===== src/hw/rtl/idu_pkg.sv =====
`timescale 1ns / 1ps
`default_nettype none
// ----------------------------------------------------------------------------
// idu_pkg
// Shared types and constants of the integer divide unit: operation modes,
// operation widths and the control and data records that travel down the
// divide pipeline.
// ----------------------------------------------------------------------------
package idu_pkg;

   localparam int OP_WIDTH   = 32;
   localparam int STEP_COUNT = OP_WIDTH;

   typedef enum logic [2:0] {
      MODE_UDIV8  = 3'd0,
      MODE_UDIV16 = 3'd1,
      MODE_UDIV32 = 3'd2,
      MODE_SDIV8  = 3'd3,
      MODE_SDIV16 = 3'd4,
      MODE_SDIV32 = 3'd5
   } mode_type;

   typedef enum logic [1:0] {
      WIDTH_8  = 2'd0,
      WIDTH_16 = 2'd1,
      WIDTH_32 = 2'd2
   } width_type;

   typedef struct packed {
      logic      valid;
      logic      sgn;
      width_type width;
      logic      nneg;
      logic      qneg;
      logic      err;
   } ctrl_type;

   typedef struct packed {
      logic [OP_WIDTH-1:0] part;
      logic [OP_WIDTH-1:0] bits;
      logic [OP_WIDTH-1:0] dvsr;
   } data_type;

   typedef struct packed {
      logic [OP_WIDTH-1:0] quotient;
      logic [OP_WIDTH-1:0] remainder;
      logic                divide_error;
   } res_type;

endpackage
`default_nettype wire


===== src/hw/rtl/idu_post.sv =====
`timescale 1ns / 1ps
`default_nettype none
// ----------------------------------------------------------------------------
// idu_post
// Result stage logic: check the quotient magnitude against the operation
// width, restore signs, mask to width and zero both results on an error.
// ----------------------------------------------------------------------------
module idu_post (
   input  idu_pkg::ctrl_type       ctrl,
   input  idu_pkg::data_type       data,
   output idu_pkg::res_type        res
);

   always_comb begin
      logic [31:0] mask;
      logic [31:0] lim;
      logic [31:0] qval;
      logic [31:0] rval;
      logic        ovf;

      case (ctrl.width)
         idu_pkg::WIDTH_8: begin
            mask = 32'h0000_00ff;
            lim  = 32'h0000_0080;
         end
         idu_pkg::WIDTH_16: begin
            mask = 32'h0000_ffff;
            lim  = 32'h0000_8000;
         end
         default: begin
            mask = 32'hffff_ffff;
            lim  = 32'h8000_0000;
         end
      endcase

      if (!ctrl.sgn) begin
         ovf = (data.bits & ~mask) != 32'd0;
      end else if (ctrl.qneg) begin
         ovf = data.bits > lim;
      end else begin
         ovf = data.bits >= lim;
      end

      qval = ctrl.qneg ? (32'd0 - data.bits) : data.bits;
      rval = ctrl.nneg ? (32'd0 - data.part) : data.part;

      res.divide_error = ctrl.err | ovf;
      res.quotient     = res.divide_error ? 32'd0 : (qval & mask);
      res.remainder    = res.divide_error ? 32'd0 : (rval & mask);
   end

endmodule
`default_nettype wire


===== config.mk =====
export PLATFORM = sky130hd
export DESIGN_NAME = idu_post
export DESIGN_NICKNAME = d
export VERILOG_FILES = /design/src/hw/rtl/idu_pkg.sv /design/src/hw/rtl/idu_post.sv
export SDC_FILE = /design/constraint.sdc
export NUM_CORES = 1
export LEC_CHECK = 0
export ABC_AREA = 1
export BUFFER_PORTS_ARGS = -buffer_cell sky130_fd_sc_hd__buf_2
export CAP_MARGIN = 20
export CORE_ASPECT_RATIO = 0.5
export CORE_MARGIN = 10
export CORE_UTILIZATION = 30
export DETAILED_ROUTE_END_ITERATION = 8
export GPL_TIMING_DRIVEN = 0
export PLACE_DENSITY = 0.53
export SLEW_MARGIN = 5
export SYNTH_ARGS = -nofsm -noshare
export SYNTH_HDL_FRONTEND = slang
export SYNTH_SLANG_ARGS = --single-unit
export TNS_END_PERCENT = 30

===== constraint.sdc =====
create_clock -name vclk -period 2.9
set_input_delay 0.58 -clock vclk [all_inputs]
set_output_delay 0.58 -clock vclk [all_outputs]
set_load 0.03 [all_outputs]

==> results.md <==
* Hold wc startpoint: data[32]
* RSZ-0062 raised after global routing: yes
* Register area at 0 sq um
* Sequential cell count at 0
* Nets@finish at around 900
* Die H at ~95 um
* Worst relative slew slack at 0.547
* Iteration-0 DRC Markers at 188
* Per-cell routed wire length at 14.5 um
* Net switching power at approximately 430 uW
* Area of the multi-input gates at between 3000 and 4000 sq um
* Detailed placer's ending HPWL at 11300 um
* # IOs at 168
* Distinct cells, synth at 30
* Total number of vias at 4474
* Final-layout fill cell count at ~1300
* Data arrival time of the worst path at ~2.4 ns
* Top cell type's share of synthesized area at 0.221
* Top cells by area, synth: nand2_1 (22%), nor2_4 (17%), nor2_1 (13%), nand3_1 (13%), inv_1 (6.8%)
* Combinational share of power at 1.000
* Register area share after synthesis at 0
* Flop pwr share at 0
* Layout area overhead at 42.0%
* Layout clock buffer count at 0
* Total grt overflow at 0
* Clock Power Share at 0
* Slew Viols, Final at 0
* Setup CP Type: in2out
* CP required at roughly 2.3 ns
* Synth Warn # at 0
* Placer Congestion at around 0.86
* Global-route wire length before repair at between 20000 and 25000 um
* Syn avg cell area at between 5 and 6 sq um
* Power consumption at between 600 and 700 uW
* Setup TNS at -0.329 ns
* Worst Path Max Fanout at 6
* Status: finished with violations
* Peak Freq at around 340 MHz
* Drt first pass iters at 5
* Site Rows at 27
* Post-DRT Antenna Nets at 0
* Violated checks: negative setup slack
* Worst setup path startpoint: ctrl[4]
* Top cell type by total area after synthesis: nand2_1
* Post-place setup slack at -0.356 ns
* Fin util at 0.435
* Ant. Diodes at 0
* Power density over the cells at between 100 and 150 nW/um^2
* Fin. Hold Viols at 0
* Chip width at about 170 um
* Remaining DRCs at 0
* Final WL at between 10000 and 15000 um
* Internal power at about 250 uW
* Input/output buffers at 134
* Mapped Area at roughly 3400 sq um
* Worst min-delay path category: in2out
* Most common cell after layout, fill and taps aside: nand2_1
* Startpoint types: primary input
* Cells after Synth at around 650
* Worst Setup End Kind: output port
* Sw Share at 0.630
* Post-synthesis net count at approximately 760
* Vias/cell at between 4 and 5
* Starting Density at 0.306
* GRT Total Usage at 0.161
* Die area at between 15000 and 20000 sq um
* Initial antenna violation count at 0
* Core area at approximately 11000 sq um
* Vias in the first global route at about 4300
* VDD IR-drop max at about 60 uV
* Min Clock Period, post-route at a little under 3 ns
* Finish-stage setup viols at 18
* Ratio of cells with drive above 1 in the final layout at 0.336
* Least-Margin Pin Slew at roughly 0.68 ns
* Most frequent cells in the layout: nand2_1 (196), nor2_1 (101), nand3_1 (86)
* Pin count of the biggest net entering global routing at 11
* Lkg Pwr at 0.00218 uW
* Tcrit/Tclk final at 1.01
* Max cap viols at 0
* Setup ws final at -0.0302 ns
[power by group through the flow]
stage          Sequential (uW)  Combinational [uW]  Clock (uW)
5_1_grt                      0                 743           0
2_1_floorplan                0                 410           0
3_3_place_gp                 0                 592           0
6_report                     0                 677           0
4_1_cts                      0                 653           0
3_5_place_dp                 0                 595           0
[critical path: stages]
cell	delay [ns]
buf_12	0.12
clkinv_8	0.06
nand2_4	0.05
ha_4	0.28
nand2_2	0.05
nor2_2	0.10
nand3b_1	0.09
nand3_1	0.09
nand2_1	0.05
nand3_1	0.06
nand2_1	0.06
nand2_2	0.12
buf_12	0.16
buf_8	0.14
buf_12	0.15
nor2_4	0.04
buf_6	0.14
[repair_timing]
| item | in CTS | in global routing |
|---|---|---|
| gates cloned | 2 | 0 |
| endpoints found under the setup margin | 65 | 65 |
| resized for setup | 71 | 87 |
| hold buffers | 0 | 0 |
| pin swaps | 11 | 9 |
| buffers inserted | 8 | 3 |
[cell families (layout without fill, tap and decap cells)]
group,count (synthesis),count (layout),synth area share
and+or+nand+nor,500,500,0.743
buffers and inverters,87,233,0.127
AOI/OAI and AO/OA,43,43,0.0744
xor gates and xnor gates,14,14,0.0364
adders and majority gates,5,5,0.0186
[layer usage]
layer / vias up / wire length [um] / part of all wire / track usage
li1: 2338 / - / - / -
met1: 2013 / 6280 / 0.46 / 0.208
met2: 111 / 6420 / 0.47 / 0.294
met3: 12 / 766 / 0.056 / 0.0171
met4: 0 / 112 / 0.0082 / 0.0123
met5: - / 0 / 0 / 0
[through the flow]
stage	hold slack [ns]	area, sq um	cells
3_3_place_gp	1.57	4220	928
6_report	1.54	4780	940
5_1_grt	1.57	4780	940
3_5_place_dp	1.58	4220	928
4_1_cts	1.56	4570	938
2_1_floorplan	1.36	3360	649
[area by class of cell]
| class | count | share of cell area |
|---|---|---|
| Multi-Input combinational cell | 562 | 0.643 |
| Tap cell | 145 | 0.0380 |
| Buffer | 20 | 0.0445 |
| Inverter | 67 | 0.0558 |
| Timing Repair Buffer | 146 | 0.219 |
[final timing paths]
| path | cells past startpoint | to |
|---|---|---|
| hold / removal | 4 | res[33] |
| setup / recovery | 17 | res[2] |
[cell usage after synthesis, drive strengths merged]
cell type	instances
a21oi	7
clkbuf	10
nand3b	8
buf	10
nor3	3
nand4	10
xor2	10
inv	66
o21ai	31
nand2	202
o21bai	4
nand3	86
clkinv	1
ha	5
nor2	182
xnor2	4
a21o	1
or2	9
(Power assumes the default switching activity.)
