$ cat config.mk
export PLATFORM = sky130hd
export DESIGN_NAME = idu_step
export DESIGN_NICKNAME = d
export VERILOG_FILES = /design/src/hw/rtl/idu_pkg.sv /design/src/hw/rtl/idu_step.sv
export SDC_FILE = /design/constraint.sdc
export NUM_CORES = 1
export LEC_CHECK = 0
export BUFFER_PORTS_ARGS = -buffer_cell sky130_fd_sc_hd__buf_2
export CAP_MARGIN = 20
export CORE_UTILIZATION = 45
export CTS_CLUSTER_DIAMETER = 30
export DETAILED_ROUTE_END_ITERATION = 8
export PLACE_DENSITY = 0.76
export SLEW_MARGIN = 5
export SYNTH_ARGS = -nofsm -noshare
export SYNTH_HDL_FRONTEND = slang
export SYNTH_SLANG_ARGS = --single-unit
$ cat constraint.sdc
create_clock -name clock -period 2.85 [get_ports clock]
set_input_delay 0.285 -clock clock [delete_from_list [all_inputs] [get_ports clock]]
set_output_delay 0.285 -clock clock [all_outputs]
set_load 0.02 [all_outputs]
$ cat src/hw/rtl/idu_pkg.sv
`timescale 1ns / 1ps
`default_nettype none
// ----------------------------------------------------------------------------
// idu_pkg
// Shared types and constants of the integer divide unit: operation modes,
// operation widths and the control and data records that travel down the
// divide pipeline.
// ----------------------------------------------------------------------------
package idu_pkg;

   localparam int OP_WIDTH   = 32;
   localparam int STEP_COUNT = OP_WIDTH;

   typedef enum logic [2:0] {
      MODE_UDIV8  = 3'd0,
      MODE_UDIV16 = 3'd1,
      MODE_UDIV32 = 3'd2,
      MODE_SDIV8  = 3'd3,
      MODE_SDIV16 = 3'd4,
      MODE_SDIV32 = 3'd5
   } mode_type;

   typedef enum logic [1:0] {
      WIDTH_8  = 2'd0,
      WIDTH_16 = 2'd1,
      WIDTH_32 = 2'd2
   } width_type;

   typedef struct packed {
      logic      valid;
      logic      sgn;
      width_type width;
      logic      nneg;
      logic      qneg;
      logic      err;
   } ctrl_type;

   typedef struct packed {
      logic [OP_WIDTH-1:0] part;
      logic [OP_WIDTH-1:0] bits;
      logic [OP_WIDTH-1:0] dvsr;
   } data_type;

   typedef struct packed {
      logic [OP_WIDTH-1:0] quotient;
      logic [OP_WIDTH-1:0] remainder;
      logic                divide_error;
   } res_type;

endpackage
`default_nettype wire

$ cat src/hw/rtl/idu_step.sv
`timescale 1ns / 1ps
`default_nettype none
// ----------------------------------------------------------------------------
// idu_step
// One restoring divide step: shift the next dividend bit into the partial
// remainder, subtract the divisor where it fits and shift in a quotient bit.
// ----------------------------------------------------------------------------
module idu_step (
   input  wire logic               clock,
   input  wire logic               reset,
   input  wire logic               en,
   input  idu_pkg::ctrl_type       up_ctrl,
   input  idu_pkg::data_type       up_data,
   output idu_pkg::ctrl_type       ctrl_out,
   output idu_pkg::data_type       data_out
);

   idu_pkg::ctrl_type ctrl_ff;
   idu_pkg::data_type data_in, data_ff;

   always_comb begin
      logic [idu_pkg::OP_WIDTH:0] trial;
      logic [idu_pkg::OP_WIDTH:0] diff;
      logic                       qbit;

      trial = {up_data.part, up_data.bits[idu_pkg::OP_WIDTH-1]};
      diff  = trial - {1'b0, up_data.dvsr};
      qbit  = ~diff[idu_pkg::OP_WIDTH];
      data_in.part = qbit ? diff[idu_pkg::OP_WIDTH-1:0] : trial[idu_pkg::OP_WIDTH-1:0];
      data_in.bits = {up_data.bits[idu_pkg::OP_WIDTH-2:0], qbit};
      data_in.dvsr = up_data.dvsr;
   end

   always_ff @(posedge clock) begin
      if (reset) begin
         ctrl_ff <= '0;
      end else if (en) begin
         ctrl_ff <= up_ctrl;
      end
   end

   always_ff @(posedge clock) begin
      if (en) begin
         data_ff <= data_in;
      end
   end

   assign ctrl_out = ctrl_ff;
   assign data_out = data_ff;

endmodule
`default_nettype wire

==> reports/qor.csv <==
metric,value,unit
status,"finished, final reports clean",
synth-compound-area-share,12.3,%
synth_top_family_by_area,compound AO/OA/AOI/OAI gates,
crit_chain,"buf_2, inv_1, ha_1, a21o_1, nor2b_2, a211oi_1, buf_4, o2111ai_1, nand2_1, a2111oi_1, nor4_1, buf_4, mux2_4",
clockBufferDepth,2,
drive_gt1_share,42.2,%
firstDrtPassIters,4,
fin_area,7500,µm²
endpoint_kind,register,
grt_pass1_wl,21800,µm
placed_cells,876,
crit_buf_inv,4,
synthAdderAreaFrac,7.42,%
die_y,114,µm
synth_seq_area_share,53.3,%
dpl-instance-area,7210,µm²
synth-warning-count,0,
synth_area_per_cell,12.2,µm²
peakVddDrop,0.267,mV
nNetsFinal,858,
core-area,12200,µm²
crit_family,compound AO/OA/AOI/OAI gates,
synth_xor_area_share,3.71,%
hold_path.class,primary input to register,
drt_iter0_markers,231,
yosysTopAreaCell,edfxtp_1,
placementRows,40,
gr-usage-all-layers,21.9,%
io_pins,209,
layout_min_cycle_time,2.77,ns
syn_to_final_growth,32.3,%
route.detailed.drc,0,
start_kind,primary input,
fin_skew,0,ns
p_per_area,581,nW/µm²
netlist_area,5670,µm²
synthCells,466,
finalSetupViolCount,0,
cts_sinks,103,
cts_tree,yes,
ys_types,56,
crit_fanout,6,
hold_viol,0,
crit_top_cell,buf_4,
portBuffers,208,
async_reset_ff_share,0,%
utilization,61.7,%
grt_pass1_vias,4428,
synth-seq-cells,103,
clockRootBuffer,clkbuf_16,
clk_pin_slew,0.07,ns
power_frac_clock,28.0,%
final_cell_mix,"buf_2 (207), edfxtp_1 (96), buf_4 (44), inv_1 (41), a21oi_1 (33)",
fin_crit_sh,97.3,%
p_sw,1.28,mW
clk_latency,0.35,ns
dp_hpwl,11400,µm
fillers,1023,
n_antenna_cell,0,
yosys.area_share.simple,9.14,%
die_width,114,µm
postRouteAntennaNets,0,
htree_num_levels,3,
antenna_found_initial,0,
critical_path.slowest_cell,a2111oi_1,
required,2.95,ns
synth_edf_count,96,
arrival,2.88,ns
seq_power_share,43.2,%
grt_max_degree,45,
numCtsBuffers,9,
critical_path_class,primary input to register,
stdcell_count,891,
drt-wirelength-per-cell,16.1,µm
vias,4494,
drt_wl_total,14300,µm
synth_area_leaders,"edfxtp_1 (51%), ha_1 (7.1%), mux2_4 (6.1%)",
p_int,3.07,mW
max_stage_delay,0.51,ns
syn_nets,605,
tightest_slew,0.624,ns
initial_core_util,46.6,%
power.total,4.35,mW
layout_commonest_cell,buf_2,
synth_mux_area_share,9.16,%
fmax,360,MHz
synth_ff_type,edfxtp_1,
overflow,0,
maxSlewHeadroom,58.4,%
die_area,13100,µm²
p_leak,3.53,nW
comb_power_share,28.8,%
swShare,29.4,%
viasPerCell,5.04,
slew_viol_final,0,
postCtsSetupRepairBufs,0,
gp_congestion,0.829,
synth_top_area_share,50.8,%
drv_cap,0,
==> what timing repair did <==
action	in CTS	in global routing
hold buffers	0	0
setup endpoints to repair	0	1
gates resized for setup	0	1
==> power groups by stage <==
stage	sequential (mW)	clock, mW	combinational [mW]
finish	1.88	1.22	1.25
CTS	1.88	1.24	1.26
global route	1.89	1.29	1.35
floorplan	2.12	0	0.594
global placement	1.91	0	1.23
detailed placement	1.91	0	1.25
==> registers in the layout, summed over array words and instances, names as in the netlist <==
signal,count
ctrl_out,7
data_out,96
==> routing by layer <==
metal / wire length [µm] / global-route usage [%] / up-vias
met1: 6030 / 25.9 / 2096
li1: - / - / 2223
met2: 7220 / 38.8 / 154
met3: 763 / 4.50 / 21
met5: 0 / 0 / -
met4: 293 / 8.83 / 0
==> Yosys cell counts (6+ instances only) <==
cell and count:
xor2_1 9, edfxtp_1 96, o21a_1 6, dfxtp_1 7
nand2_1 27, a21o_1 21, nand4_1 6, nand3_1 10
nor2_1 30, xnor2_1 15, o21ai_0 16, ha_1 32
a21oi_1 33, mux2_4 23, mux2i_1 14, inv_1 42
==> cells by family (layout without fill, tap and decap cells) <==
kind of cell,Yosys count,count (layout)
AO/OA/AOI/OAI,108,108
AND/OR/NAND/NOR,104,104
flip-flops,103,103
buffers and inverters,54,311
multiplexers,40,40
adder cells (fa/ha/maj),33,33
XOR/XNOR,24,24
==> worst register-to-register path, stage by stage (launching register included) <==
cell	delay [ns]
dfxtp_1	0.32
mux2i_1	0.15
nor2_1	0.06
==> cell type report <==
type	instances	area, µm²	share of cell area (%)
Clock inverter	6	62.6	0.834
Timing Repair Buffer	254	1430	19.0
Multi-Input combinational cell	309	2390	31.9
Clock buffer	9	225	3.00
Sequential cell	103	3020	40.3
Tap cell	168	210	2.80
Inverter	42	158	2.10
==> path summary, 6_finish.rpt <==
| kind | startpoint | end | slack, ns | cells past startpoint |
|---|---|---|---|---|
| setup / recovery | up_data[7] | data_out[90] | 0.08 | 13 |
| hold / removal | up_data[39] | data_out[40] | 0.10 | 1 |
| setup reg to reg | ctrl_out[2] | ctrl_out[2] | 2.22 | 2 |
| hold reg to reg | ctrl_out[5] | ctrl_out[5] | 0.49 | 2 |
==> metrics by stage <==
stage | hold WS, ns | setup TNS (ns) | setup slack [ns]
2_1_floorplan | 0.357 | 0 | 0.0104
3_3_place_gp | 0.461 | -3.70 | -0.149
3_5_place_dp | 0.463 | -5.25 | -0.211
4_1_cts | 0.0928 | 0 | 0.162
5_1_grt | 0.0931 | -0.0184 | -0.0184
6_report | 0.101 | 0 | 0.0760
Power figures use the tool's default switching activity.
