$ cat src/hw/rtl/idu_pkg.sv
`timescale 1ns / 1ps
`default_nettype none
// ----------------------------------------------------------------------------
// idu_pkg
// Shared types and constants of the integer divide unit: operation modes,
// operation widths and the control and data records that travel down the
// divide pipeline.
// ----------------------------------------------------------------------------
package idu_pkg;

   localparam int OP_WIDTH   = 32;
   localparam int STEP_COUNT = OP_WIDTH;

   typedef enum logic [2:0] {
      MODE_UDIV8  = 3'd0,
      MODE_UDIV16 = 3'd1,
      MODE_UDIV32 = 3'd2,
      MODE_SDIV8  = 3'd3,
      MODE_SDIV16 = 3'd4,
      MODE_SDIV32 = 3'd5
   } mode_type;

   typedef enum logic [1:0] {
      WIDTH_8  = 2'd0,
      WIDTH_16 = 2'd1,
      WIDTH_32 = 2'd2
   } width_type;

   typedef struct packed {
      logic      valid;
      logic      sgn;
      width_type width;
      logic      nneg;
      logic      qneg;
      logic      err;
   } ctrl_type;

   typedef struct packed {
      logic [OP_WIDTH-1:0] part;
      logic [OP_WIDTH-1:0] bits;
      logic [OP_WIDTH-1:0] dvsr;
   } data_type;

   typedef struct packed {
      logic [OP_WIDTH-1:0] quotient;
      logic [OP_WIDTH-1:0] remainder;
      logic                divide_error;
   } res_type;

endpackage
`default_nettype wire

$ cat src/hw/rtl/idu_range.sv
`timescale 1ns / 1ps
`default_nettype none
// ----------------------------------------------------------------------------
// idu_range
// Range stage: flag a 32-bit divide whose quotient would need more than
// 32 bits, that is an upper dividend magnitude not below the divisor.
// ----------------------------------------------------------------------------
module idu_range (
   input  wire logic               clock,
   input  wire logic               reset,
   input  wire logic               en,
   input  idu_pkg::ctrl_type       up_ctrl,
   input  idu_pkg::data_type       up_data,
   output idu_pkg::ctrl_type       ctrl_out,
   output idu_pkg::data_type       data_out
);

   idu_pkg::ctrl_type ctrl_in, ctrl_ff;
   idu_pkg::data_type data_ff;

   always_comb begin
      ctrl_in     = up_ctrl;
      ctrl_in.err = up_ctrl.err |
                    ((up_ctrl.width == idu_pkg::WIDTH_32) && (up_data.part >= up_data.dvsr));
   end

   always_ff @(posedge clock) begin
      if (reset) begin
         ctrl_ff <= '0;
      end else if (en) begin
         ctrl_ff <= ctrl_in;
      end
   end

   always_ff @(posedge clock) begin
      if (en) begin
         data_ff <= up_data;
      end
   end

   assign ctrl_out = ctrl_ff;
   assign data_out = data_ff;

endmodule
`default_nettype wire

$ cat config.mk
export PLATFORM = sky130hd
export DESIGN_NAME = idu_range
export DESIGN_NICKNAME = d
export VERILOG_FILES = /design/src/hw/rtl/idu_pkg.sv /design/src/hw/rtl/idu_range.sv
export SDC_FILE = /design/constraint.sdc
export NUM_CORES = 1
export LEC_CHECK = 0
export ABC_AREA = 1
export BUFFER_PORTS_ARGS = -buffer_cell sky130_fd_sc_hd__buf_2
export CAP_MARGIN = 40
export CORE_MARGIN = 10
export CORE_UTILIZATION = 29
export CTS_BUF_LIST = sky130_fd_sc_hd__clkbuf_8
export DETAILED_ROUTE_END_ITERATION = 7
export PLACE_DENSITY = 0.51
export SYNTH_ARGS = -nofsm -noshare
export SYNTH_HDL_FRONTEND = slang
export SYNTH_SLANG_ARGS = --single-unit
$ cat constraint.sdc
create_clock -name clock -period 1.9 [get_ports clock]
set_clock_uncertainty 0.15 [all_clocks]
set_input_delay 0.19 -clock clock [delete_from_list [all_inputs] [get_ports clock]]
set_output_delay 0.19 -clock clock [all_outputs]
set_load 0.05 [all_outputs]
==> summary.txt <==
Status
  – Status: completed

Route
  – Via density: 4.16
  – Drt wl/cell: 15.8 um
  – Via count: 3257
  – Final ANT Viol Nets: 0
  – Drt drc: 0
  – Drt pass-1 iters: 4
  – DRT iter0 DRCs: 132
  – Routed Wire Length: 12.4 mm

STA
  – Setup Viol. Count Final: 0
  – Fin Setup TNS: 0 ns
  – Final Max Tran Viols: 0
  – Max_slew headroom: 0.716
  – Endpoints failing hold: 0
  – Max Clk Rate: 0.557 GHz
  – RSZ-0062 raised after global routing: no
  – Worst Tran Pin Value: 0.426 ns
  – Post-route minimum period: 1.80 ns
  – Crit share post-route: 0.946

Final layout
  – Utilization after layout: 0.495
  – Antenna fix cells: 0
  – Most common cell after layout, fill and taps aside: buf_2
  – Share of layout cells above drive strength 1: 0.397
  – Multi-input gate area: 817 um2
  – Register area: 3020 um2
  – Layout filler cell count: 1219
  – Commonest non-fill, non-tap cells in the layout: 207 x buf_2, 110 x dlygate4sd3_1, 96 x edfxtp_1
  – Fin nets: 740
  – Area grow syn2layout: 65.6%

Synthesis
  – Largest family of logic cells by synthesized area: adder cells
  – Compound-Gate Fraction of Synth Area: 0.0428
  – Synth Instances: 267
  – Sequential share of the synthesized area: 0.755
  – Post-synthesis adder-cell area fraction: 0.100
  – Post-Syn Nets: 405
  – Multiplexer share of the synthesized area: 0
  – Xor and xnor area share after synthesis: 0
  – #FFs+latches synth: 103
  – Yosys warning count: 0
  – Cell area after synthesis: 4000 um2
  – Synth Area in Simple Gates: 0.0606
  – Post-synth cell types: 17
  – Mean Syn Cell Area: 15.0 um2

Clock network
  – Post-CTS Setup Inserts: 0
  – H-tree depth: 3
  – Max clock buf depth: 2
  – CTS tree: yes
  – Clk_lat worst skew: 0.37 ns
  – CTS clk-pin slew, worst paths: 0.11 ns
  – TritonCTS buffer count: 9
  – CTS Sinks: 103
  – Root Driver: clkbuf_8

Setup path
  – CP required: 2.03 ns
  – CP Capture Type: flip-flop
  – R2r setup slk: 0.49 ns
  – Critical Path Fanout Max: 2
  – Critical path's most frequent cell: nand2_1
  – Critical path launch point type: input port
  – Crit path cell chain: dlygate4sd3_1 > buf_2 > inv_1 > ha_1 > nand2_1 > inv_2 > nand2_1 > nand2_1 > nor2_1 > nand2_1 > nand2_1 > nand2_2 > nand2_1 > nand2_1 > nand2_1 > a21oi_2
  – WS Path Type: input port to flip-flop
  – CP Data Arrival Time: 1.92 ns
  – Slowest CP cell: dlygate4sd3_1
  – Slowest stage delay, CP: 0.52 ns

Global route
  – Gr usage total: 0.129
  – First-pass GRT wire length: 18.9 mm
  – Vias in the first global route: 3615
  – Largest net degree at the start of global routing: 30
  – Initial antenna violation count: 0
  – GRT overflow: 0

Min path
  – Hold WC Path Type: input port to flip-flop

Power and ir drop
  – Power Dens Cells: 816 nW/um2
  – Max IR drop VDD: 0.000318 V
  – Total power: 5.41 mW
  – Leakage: 3.08 nW

Die
  – Die area: 18900 um2
  – Die Ht: 137 um
  – Starting density of the core: 0.299
  – Placeable Area: 13400 um2
  – Row count: 42
  – I/O Pins: 209
  – Die X: 137 um

Job
  – Max cap viols: 0

Placed design
  – Quantity of I/O buffers inserted on ports: 208
  – Post-DP HPWL: 9.06 mm
  – Routability Congestion: 0.788
==> synthesized netlist by cell type <==
library cell,instances,area (um2)
a21oi_1,15,75.1
inv_1,43,161
nor2_4,1,11.3
inv_2,1,3.75
nand2_1,31,116
ha_1,32,400
a21oi_2,3,26.3
o21ai_0,9,45.0
nand4_1,3,18.8
nor2_2,2,12.5
nand2_2,3,18.8
o21ai_1,2,10.0
nor3_1,1,5.00
dfxtp_1,7,140
o21a_1,2,15.0
edfxtp_1,96,2880
nor2_1,16,60.1
==> report_power, final <==
group	internal, mW	leakage, nW	switching, mW
Clock	0.509	0.0943	0.817
Sequential	2.67	0.998	0.0438
Combinational	0.432	1.98	0.936
Total	3.61	3.08	1.80
==> final cells by class <==
class,count,area share
Clock buffer,9,0.0187
Multi-Input combinational cell,120,0.123
Sequential cell,103,0.456
Clock inverter,7,0.00982
Tap cell,176,0.0332
Inverter,44,0.0249
Timing Repair Buffer,324,0.334
==> per-layer routing <==
layer	vias to the layer above	routed length, um	share of wire	global-route usage
met3	13	1300	0.10	0.0546
met1	1504	4850	0.39	0.141
li1	1607	-	-	-
met2	133	6090	0.49	0.220
met4	0	161	0.013	0.0445
met5	-	0	0	0
==> flip-flops by register name, summed over array words and instances (netlist names) <==
register / cells
data_out: 96
ctrl_out: 7
==> cells by family (layout without fill, tap and decap cells) <==
family | count (synthesis) | after routing
adders and majority gates | 32 | 32
and+or+nand+nor | 57 | 57
buffers and inverters | 44 | 384
DFF | 103 | 103
AOI/OAI and AO/OA | 31 | 31
==> path summary, 6_finish.rpt <==
path / startpoint / to / cells past startpoint
worst max register to register: ctrl_out[1] / ctrl_out[1] / 3
worst min register to register: ctrl_out[0] / ctrl_out[0] / 2
worst min-delay path: en / data_out[2] / 1
worst max-delay path: up_data[7] / ctrl_out[0] / 16
==> critical path: cells and delay by family <==
kind                       cells  cell delay [ns]
buffers and inverters          4             0.71
and+or+nand+nor               10             0.66
adders and majority gates      1             0.31
AOI/OAI and AO/OA              1             0.05
==> stage by stage <==
| stage | cells | cell area [um2] | setup slack, ns | hold slack [ns] |
|---|---|---|---|---|
| 2_1_floorplan | 267 | 4000 | 0.519 | 0.129 |
| 3_3_place_gp | 657 | 5340 | 0.247 | 0.217 |
| 3_5_place_dp | 657 | 5340 | 0.235 | 0.219 |
| 4_1_cts | 783 | 6630 | 0.0806 | 0.111 |
| 5_1_grt | 783 | 6630 | 0.0143 | 0.114 |
| 6_report | 783 | 6630 | 0.103 | 0.125 |
==> timing repair <==
action                                  CTS  global route
hold buffers                            110             0
gates resized for setup                   0             1
endpoints found under the setup margin    0             1
endpoints found under the hold margin   103             0
(Power assumes the default switching activity.)
