## src/hw/rtl/idu_pkg.sv

```systemverilog
`timescale 1ns / 1ps
`default_nettype none
// ----------------------------------------------------------------------------
// idu_pkg
// Shared types and constants of the integer divide unit: operation modes,
// operation widths and the control and data records that travel down the
// divide pipeline.
// ----------------------------------------------------------------------------
package idu_pkg;

   localparam int OP_WIDTH   = 32;
   localparam int STEP_COUNT = OP_WIDTH;

   typedef enum logic [2:0] {
      MODE_UDIV8  = 3'd0,
      MODE_UDIV16 = 3'd1,
      MODE_UDIV32 = 3'd2,
      MODE_SDIV8  = 3'd3,
      MODE_SDIV16 = 3'd4,
      MODE_SDIV32 = 3'd5
   } mode_type;

   typedef enum logic [1:0] {
      WIDTH_8  = 2'd0,
      WIDTH_16 = 2'd1,
      WIDTH_32 = 2'd2
   } width_type;

   typedef struct packed {
      logic      valid;
      logic      sgn;
      width_type width;
      logic      nneg;
      logic      qneg;
      logic      err;
   } ctrl_type;

   typedef struct packed {
      logic [OP_WIDTH-1:0] part;
      logic [OP_WIDTH-1:0] bits;
      logic [OP_WIDTH-1:0] dvsr;
   } data_type;

   typedef struct packed {
      logic [OP_WIDTH-1:0] quotient;
      logic [OP_WIDTH-1:0] remainder;
      logic                divide_error;
   } res_type;

endpackage
`default_nettype wire

```

## src/hw/rtl/idu_prep.sv

```systemverilog
`timescale 1ns / 1ps
`default_nettype none
// ----------------------------------------------------------------------------
// idu_prep
// Entry stage: decode the mode, assemble the dividend and divisor at the
// operation width, take magnitudes of signed operands and flag a zero
// divisor or an unused mode.
// ----------------------------------------------------------------------------
module idu_prep (
   input  wire logic               clock,
   input  wire logic               reset,
   input  wire logic               en,
   input  wire logic               req_valid,
   input  wire logic [2:0]         mode,
   input  wire logic [31:0]        dividend_high,
   input  wire logic [31:0]        dividend_low,
   input  wire logic [31:0]        divisor,
   output idu_pkg::ctrl_type       ctrl_out,
   output idu_pkg::data_type       data_out
);

   idu_pkg::ctrl_type ctrl_in, ctrl_ff;
   idu_pkg::data_type data_in, data_ff;

   always_comb begin
      logic        bad;
      logic [63:0] dvd;
      logic [63:0] dvd_neg;
      logic [63:0] nmag;
      logic [31:0] dv;
      logic [31:0] dv_neg;
      logic        dneg;

      ctrl_in       = '0;
      ctrl_in.valid = req_valid;
      ctrl_in.width = idu_pkg::WIDTH_32;
      bad           = 1'b0;
      unique case (mode)
         idu_pkg::MODE_UDIV8: begin
            ctrl_in.width = idu_pkg::WIDTH_8;
         end
         idu_pkg::MODE_UDIV16: begin
            ctrl_in.width = idu_pkg::WIDTH_16;
         end
         idu_pkg::MODE_UDIV32: begin
            ctrl_in.width = idu_pkg::WIDTH_32;
         end
         idu_pkg::MODE_SDIV8: begin
            ctrl_in.width = idu_pkg::WIDTH_8;
            ctrl_in.sgn   = 1'b1;
         end
         idu_pkg::MODE_SDIV16: begin
            ctrl_in.width = idu_pkg::WIDTH_16;
            ctrl_in.sgn   = 1'b1;
         end
         idu_pkg::MODE_SDIV32: begin
            ctrl_in.width = idu_pkg::WIDTH_32;
            ctrl_in.sgn   = 1'b1;
         end
         default: begin
            bad = 1'b1;
         end
      endcase

      dvd     = {dividend_high, dividend_low};
      dv      = divisor;
      case (ctrl_in.width)
         idu_pkg::WIDTH_8: begin
            dvd = {48'd0, dividend_low[15:0]};
            dv  = {24'd0, divisor[7:0]};
         end
         idu_pkg::WIDTH_16: begin
            dvd = {32'd0, dividend_high[15:0], dividend_low[15:0]};
            dv  = {16'd0, divisor[15:0]};
         end
         default: begin
            dvd = {dividend_high, dividend_low};
            dv  = divisor;
         end
      endcase

      dvd_neg = 64'd0 - dvd;
      dv_neg  = 32'd0 - dv;
      nmag    = dvd;
      case (ctrl_in.width)
         idu_pkg::WIDTH_8: begin
            ctrl_in.nneg = ctrl_in.sgn & dvd[15];
            dneg         = ctrl_in.sgn & dv[7];
            if (ctrl_in.nneg) begin
               nmag = {48'd0, dvd_neg[15:0]};
            end
            if (dneg) begin
               dv = {24'd0, dv_neg[7:0]};
            end
         end
         idu_pkg::WIDTH_16: begin
            ctrl_in.nneg = ctrl_in.sgn & dvd[31];
            dneg         = ctrl_in.sgn & dv[15];
            if (ctrl_in.nneg) begin
               nmag = {32'd0, dvd_neg[31:0]};
            end
            if (dneg) begin
               dv = {16'd0, dv_neg[15:0]};
            end
         end
         default: begin
            ctrl_in.nneg = ctrl_in.sgn & dvd[63];
            dneg         = ctrl_in.sgn & dv[31];
            if (ctrl_in.nneg) begin
               nmag = dvd_neg;
            end
            if (dneg) begin
               dv = dv_neg;
            end
         end
      endcase

      ctrl_in.qneg = ctrl_in.nneg ^ dneg;
      ctrl_in.err  = bad | (divisor == 32'd0) | (dv == 32'd0);
      data_in.part = nmag[63:32];
      data_in.bits = nmag[31:0];
      data_in.dvsr = dv;
   end

   always_ff @(posedge clock) begin
      if (reset) begin
         ctrl_ff <= '0;
      end else if (en) begin
         ctrl_ff <= ctrl_in;
      end
   end

   always_ff @(posedge clock) begin
      if (en) begin
         data_ff <= data_in;
      end
   end

   assign ctrl_out = ctrl_ff;
   assign data_out = data_ff;

endmodule
`default_nettype wire

```

## config.mk

```make
export PLATFORM = sky130hd
export DESIGN_NAME = idu_prep
export DESIGN_NICKNAME = d
export VERILOG_FILES = /design/src/hw/rtl/idu_pkg.sv /design/src/hw/rtl/idu_prep.sv
export SDC_FILE = /design/constraint.sdc
export NUM_CORES = 1
export LEC_CHECK = 0
export ABC_AREA = 0
export BUFFER_PORTS_ARGS = -buffer_cell sky130_fd_sc_hd__buf_2
export CORE_ASPECT_RATIO = 1.25
export CORE_MARGIN = 2
export CORE_UTILIZATION = 52
export DETAILED_ROUTE_END_ITERATION = 10
export PLACE_DENSITY_LB_ADDON = 0.3
export SYNTH_ARGS = -nofsm -noshare
export SYNTH_HDL_FRONTEND = slang
export SYNTH_SLANG_ARGS = --single-unit
```

## constraint.sdc

```tcl
create_clock -name clock -period 3.9 [get_ports clock]
set_input_delay 0.585 -clock clock [delete_from_list [all_inputs] [get_ports clock]]
set_output_delay 0.585 -clock clock [all_outputs]
set_load 0.01 [all_outputs]
```

==> results of run 1 <==
[worst max-delay path, delay by kind of cell]
| kind | cells | cell delay, ns |
|---|---|---|
| AO/OA/AOI/OAI | 3 | 0.42 |
| adder cells (fa/ha/maj) | 1 | 0.19 |
| buffers and inverters | 2 | 0.18 |
| AND/OR/NAND/NOR | 5 | 2.19 |
[logic make-up (layout without fill, tap and decap cells)]
logic type,after synthesis,count (layout),share of synthesized area
AOI/OAI and AO/OA,188,188,0.203
adders and majority gates,2,2,0.00388
other,0,1,0
and+or+nand+nor,260,260,0.208
muxes,10,10,0.0163
xor gates and xnor gates,49,49,0.0665
DFF,103,103,0.469
buffers and inverters,55,247,0.0336
[routing by layer]
metal,GRT usage,up-vias,wire (um)
li1,-,2941,-
met1,0.356,2894,7560
met2,0.483,315,9460
met3,0.0481,33,1560
met4,0.0946,0,427
met5,0,-,0
[power by group through the flow]
stage	sequential (mW)	combinational (mW)	clock [mW]
finish	1.36	0.620	0.910
global route	1.37	0.674	0.956
CTS	1.37	0.617	0.919
floorplan	1.45	0.270	0
detailed placement	1.39	0.614	0
global placement	1.39	0.606	0
[worst paths after layout]
kind | slack, ns | cells past startpoint | from | end
min | 0.46 | 1 | dividend_low[0] | data_out[32]$_DFFE_PP_
max reg2reg | 2.36 | 6 | ctrl_out[0]$_SDFFE_PP0P_ | ctrl_out[0]$_SDFFE_PP0P_
min reg2reg | 0.49 | 2 | ctrl_out[2]$_SDFFE_PP0P_ | ctrl_out[2]$_SDFFE_PP0P_
max | 0.53 | 11 | dividend_low[1] | data_out[90]$_DFFE_PP_
[state kept, by name (all words and copies together) (netlist names)]
signal,count
ctrl_out,7
data_out,96
[layout make-up]
class	instances	area [um^2]
fillers	981	4180
repair buffers	217	1120
multi-input cells	509	3220
clock inverters	7	71.3
well taps	164	205
diodes	1	2.50
clock buffers	9	225
inverters	14	52.6
flip-flops and latches	103	3020
[cell usage in the layout, fill, tap and decap left out, types with 5 or more instances in the layout]
cell | synthesis | final
o31ai_1 | 18 | 18
edfxtp_1 | 96 | 96
buf_2 | 2 | 204
mux2i_1 | 6 | 5
o41ai_1 | 5 | 5
nand3_1 | 22 | 22
nand2_1 | 51 | 51
inv_1 | 13 | 13
a21oi_1 | 23 | 23
o22ai_1 | 8 | 8
nand2b_1 | 10 | 10
nor2_1 | 81 | 81
xor2_1 | 12 | 12
a22oi_1 | 9 | 9
o32ai_1 | 7 | 7
nor3_1 | 20 | 20
buf_4 | 0 | 13
o211ai_1 | 12 | 12
xnor2_1 | 37 | 37
nor4_1 | 17 | 17
a31oi_1 | 10 | 10
a211oi_1 | 7 | 7
a32oi_1 | 6 | 6
o21ai_0 | 41 | 41
or4_1 | 6 | 6
nand4b_1 | 6 | 6
or3_1 | 13 | 13
dfxtp_1 | 7 | 7
clkbuf_16 | 0 | 9
[Yosys cell counts (all sizes together) (8+ instances only)]
cell | number | area (um^2)
edfxtp | 96 | 2880
nor2 | 81 | 304
nand2 | 51 | 191
o21ai | 46 | 234
xnor2 | 37 | 324
clkbuf | 34 | 128
a21oi | 24 | 124
nand3 | 22 | 110
nor3 | 20 | 100
nor4 | 19 | 140
o31ai | 19 | 148
inv | 13 | 48.8
or3 | 13 | 81.3
o211ai | 12 | 90.1
xor2 | 12 | 105
a31oi | 10 | 62.6
nand2b | 10 | 62.6
a22oi | 9 | 67.6
o22ai | 8 | 50.1
or4 | 8 | 67.6
==> impl_metrics.tcl, run 1 <==
set metrics [dict create \
    synth_cell_types 73 \
    cts-resized-gates 0 \
    drt.antenna.violating_nets 0 \
    tritoncts "yes" \
    yosys_warnings 0 \
    core_um2 12100 \
    layout.cells.non_filler 1024 \
    postLayoutCellArea_um2 7920 \
    critical_path.max_fanout 7 \
    grt_overflow 0 \
    syn-num-nets 772 \
    hold_violations 0 \
    hold_buffers 0 \
    endpoint_kind "register" \
    area_growth_pct 22.8 \
    grt_pass1_wl_um 29400 \
    io_pins 206 \
    cts_buffers 9 \
    htree_levels 3 \
    drt_iter0_markers 480 \
    async_flop_share 0 \
    crit_path_start_kind "input port" \
    postCtsSetupBuffers 0 \
    cap_violations 0 \
    worstSetupPathType "input port to register" \
    period_share 0.864 \
    synthFlopType "edfxtp_1" \
    slew_headroom 0.364 \
    fin_crit_ns 3.37 \
    critPathMaxStageDelay_ns 0.55 \
    finalSetupViolations 0 \
    power_frac_seq 0.471 \
    die_x_um 104 \
    grt_setup_unrepaired "no" \
    p_leak_nw 2.99 \
    grt_use_total 0.278 \
    final_nets 959 \
    dieArea_um2 13300 \
    grt_max_degree 69 \
    synth_edf_count 96 \
    crit_path_cell_trace "buf_2 -> inv_1 -> ha_1 -> or4b_1 -> or2_1 -> or4_4 -> nor4_4 -> o21ai_2 -> nor4_2 -> o211ai_1 -> o31ai_1" \
    antenna_found_initial 0 \
    fin_total_pwr_mw 2.89 \
    wl_per_cell_um 18.6 \
    drc 0 \
    drv_slew 0 \
    postLayoutCoreUtil 0.654 \
    crit_arrival_ns 3.55 \
    p_sw_mw 0.821 \
    p_int_mw 2.07 \
    synth.avg_cell_area_um2 9.67 \
    grt_pass1_vias 5743 \
    combPwrFrac 0.214 \
    place_hpwl_um 14400 \
    via_per_inst 6.04 \
    clock.fmax_mhz 297 \
    peakVddDrop_mv 0.255 \
    globalplace.congestion 0.915 \
    rows 45 \
    worstPathRequired_ns 4.08 \
    clockBufferDepth 2 \
    hold_ws_ns 0.459 \
    clock_skew_ns 0 \
    die_h_um 129 \
    slowest_stage "or4_4" \
    portBuffers 205 \
    dp.cells 1007 \
    clkPwrFrac 0.314 \
    start_util 0.533 \
    p_per_area_nw_per_um2 365 \
    min_path_type "input port to register" \
    path_clk_slew_ns 0.07 \
    vias 6183 \
    swShare 0.284 \
    routed_wl_um 19000 \
    drive_gt1_frac 0.297 \
    clk_latency_ns 0.35 \
    ys_ff_latch 103 \
    pre_cts_ws_ns 0.215 \
    clock_sinks 103 \
    syn_inst 667 \
    post_dp_cell_area_um2 7620 \
    synth-seq-area-share 0.469 \
    dr.pass1.iters 5 \
    status "complete, no violations" \
    tns_ns 0 \
    worst_slew_pin_slew_ns 0.950 \
    syn-cell-area_um2 6450 \
    clockRootBuffer "clkbuf_16" \
    setup_ws_ns 0.530 \
]
Power figures use the tool's default switching activity.
==> inputs of run 2 (changes only) <==
BUFFER_PORTS_ARGS = -buffer_cell sky130_fd_sc_hd__clkbuf_2   (was -buffer_cell sky130_fd_sc_hd__buf_2)
==> impl_metrics.tcl, run 2 (same netlist as run 1, synthesis figures left out) <==
set metrics [dict create \
    vias 6271 \
    worst_slew_pin_slew_ns 0.863 \
    final_cell_mix "clkbuf_2 (204), edfxtp_1 (96), nor2_1 (81), nand2_1 (51), o21ai_0 (41)" \
    fin_total_pwr_mw 2.81 \
    slew_headroom 0.423 \
    hold_buffers 0 \
    path_clk_slew_ns 0.07 \
    grt_pass1_wl_um 29300 \
    grt_use_total 0.278 \
    dieArea_um2 13300 \
    globalplace.congestion 0.925 \
    grt_setup_unrepaired "no" \
    slowest_stage "or4_4" \
    finalSetupViolations 0 \
    postCtsSetupBuffers 0 \
    grt_max_degree 61 \
    drive_gt1_frac 0.298 \
    endpoint_kind "register" \
    clock.fmax_mhz 285 \
    htree_levels 3 \
    critPathBufInv 2 \
    crit_arrival_ns 3.68 \
    place_hpwl_um 14500 \
    cap_violations 0 \
    area_growth_pct 22.4 \
    fin_crit_ns 3.50 \
    p_per_area_nw_per_um2 356 \
    crit_path_start_kind "input port" \
    hold_violations 0 \
    wl_per_cell_um 18.6 \
    fillCellCount 985 \
    antenna_cells 0 \
    tns_ns 0 \
    critPathMaxStageDelay_ns 0.53 \
    cts-resized-gates 0 \
    via_per_inst 6.12 \
    status "complete, no violations" \
    dr.pass1.iters 5 \
    peakVddDrop_mv 0.277 \
    io_pins 206 \
    min_path_type "input port to register" \
    clock_sinks 103 \
    tritoncts "yes" \
    rows 45 \
    clock_skew_ns 0 \
    routed_wl_um 19100 \
    final_common_cell "clkbuf_2" \
    drc 0 \
    clk_latency_ns 0.34 \
    clockRootBuffer "clkbuf_16" \
    die_x_um 104 \
    worstSetupPathType "input port to register" \
    critical_path.max_fanout 9 \
    p_leak_nw 3.02 \
    period_share 0.898 \
    critPathTopFamily "simple AND/OR/NAND/NOR gates" \
    drt_iter0_markers 443 \
    core_um2 12100 \
    drt.antenna.violating_nets 0 \
    final_nets 960 \
    drv_slew 0 \
    cts_buffers 9 \
    portBuffers 205 \
    clockBufferDepth 2 \
    crit_path_cell_trace "clkbuf_2 -> inv_1 -> ha_1 -> or4b_1 -> or2_1 -> or4_4 -> nor4_4 -> o21ai_2 -> nor4_2 -> o211ai_1 -> o31ai_1" \
    die_h_um 129 \
    start_util 0.533 \
    largest_reg_flops 96 \
    grt_overflow 0 \
    antenna_found_initial 0 \
    grt_pass1_vias 5739 \
    worstPathRequired_ns 4.07 \
]
## run 2: changes by cell type in the layout (fill, tap and decap cells not counted)
cell | previous run | this run
diode_2 | 1 | 0
clkinv_1 | 3 | 2
buf_4 | 13 | 14
clkinv_2 | 0 | 2
inv_6 | 2 | 0
buf_2 | 204 | 0
clkbuf_2 | 0 | 204
clkbuf_1 | 0 | 1
clkinvlp_4 | 1 | 2
bufinv_16 | 1 | 0
## run 2: metrics by stage
| step | cell area (um^2) | hold slack, ns | utilization | std cells | setup slack [ns] |
|---|---|---|---|---|---|
| after global routing | 7900 | 0.460 | 0.652 | 1024 | 0.226 |
| after global placement | 7630 | 0.473 | 0.630 | 1008 | 0.289 |
| after detailed placement | 7630 | 0.480 | 0.630 | 1008 | 0.136 |
| after floorplan | 6450 | 0.503 | - | 667 | 0.596 |
| after CTS | 7900 | 0.448 | 0.652 | 1024 | 0.440 |
| final | 7900 | 0.454 | 0.652 | 1024 | 0.397 |
## run 2: worst paths after layout
check | cells past startpoint | from | to | slack [ns]
worst max-delay path | 11 | dividend_low[1] | data_out[90]$_DFFE_PP_ | 0.40
worst min-delay path | 1 | dividend_low[0] | data_out[32]$_DFFE_PP_ | 0.45
worst max register to register | 6 | ctrl_out[0]$_SDFFE_PP0P_ | ctrl_out[0]$_SDFFE_PP0P_ | 2.31
worst min register to register | 2 | ctrl_out[5]$_SDFFE_PP0P_ | ctrl_out[5]$_SDFFE_PP0P_ | 0.48
## run 2: cell type report
cell class / count / area (um^2) / area share
inverter: 14 / 52.6 / 0.00666
sequential: 103 / 3020 / 0.383
multi-input combinational: 509 / 3220 / 0.408
clock buffer: 10 / 229 / 0.0290
clock inverter: 6 / 37.5 / 0.00475
timing repair buffer: 218 / 1130 / 0.143
tap: 164 / 205 / 0.0260
## run 2: per-layer routing
layer	up-vias	routed length [um]	track usage
met5	-	0	0
met4	0	534	0.108
met3	37	1590	0.0527
met2	335	9450	0.485
met1	2948	7510	0.347
li1	2951	-	-
## run 2: power by group
group	internal, mW	total, mW	switching (mW)	leakage [nW]
sequential	1.34	1.37	0.0327	0.988
combinational	0.236	0.616	0.380	1.91
clock	0.430	0.826	0.396	0.126
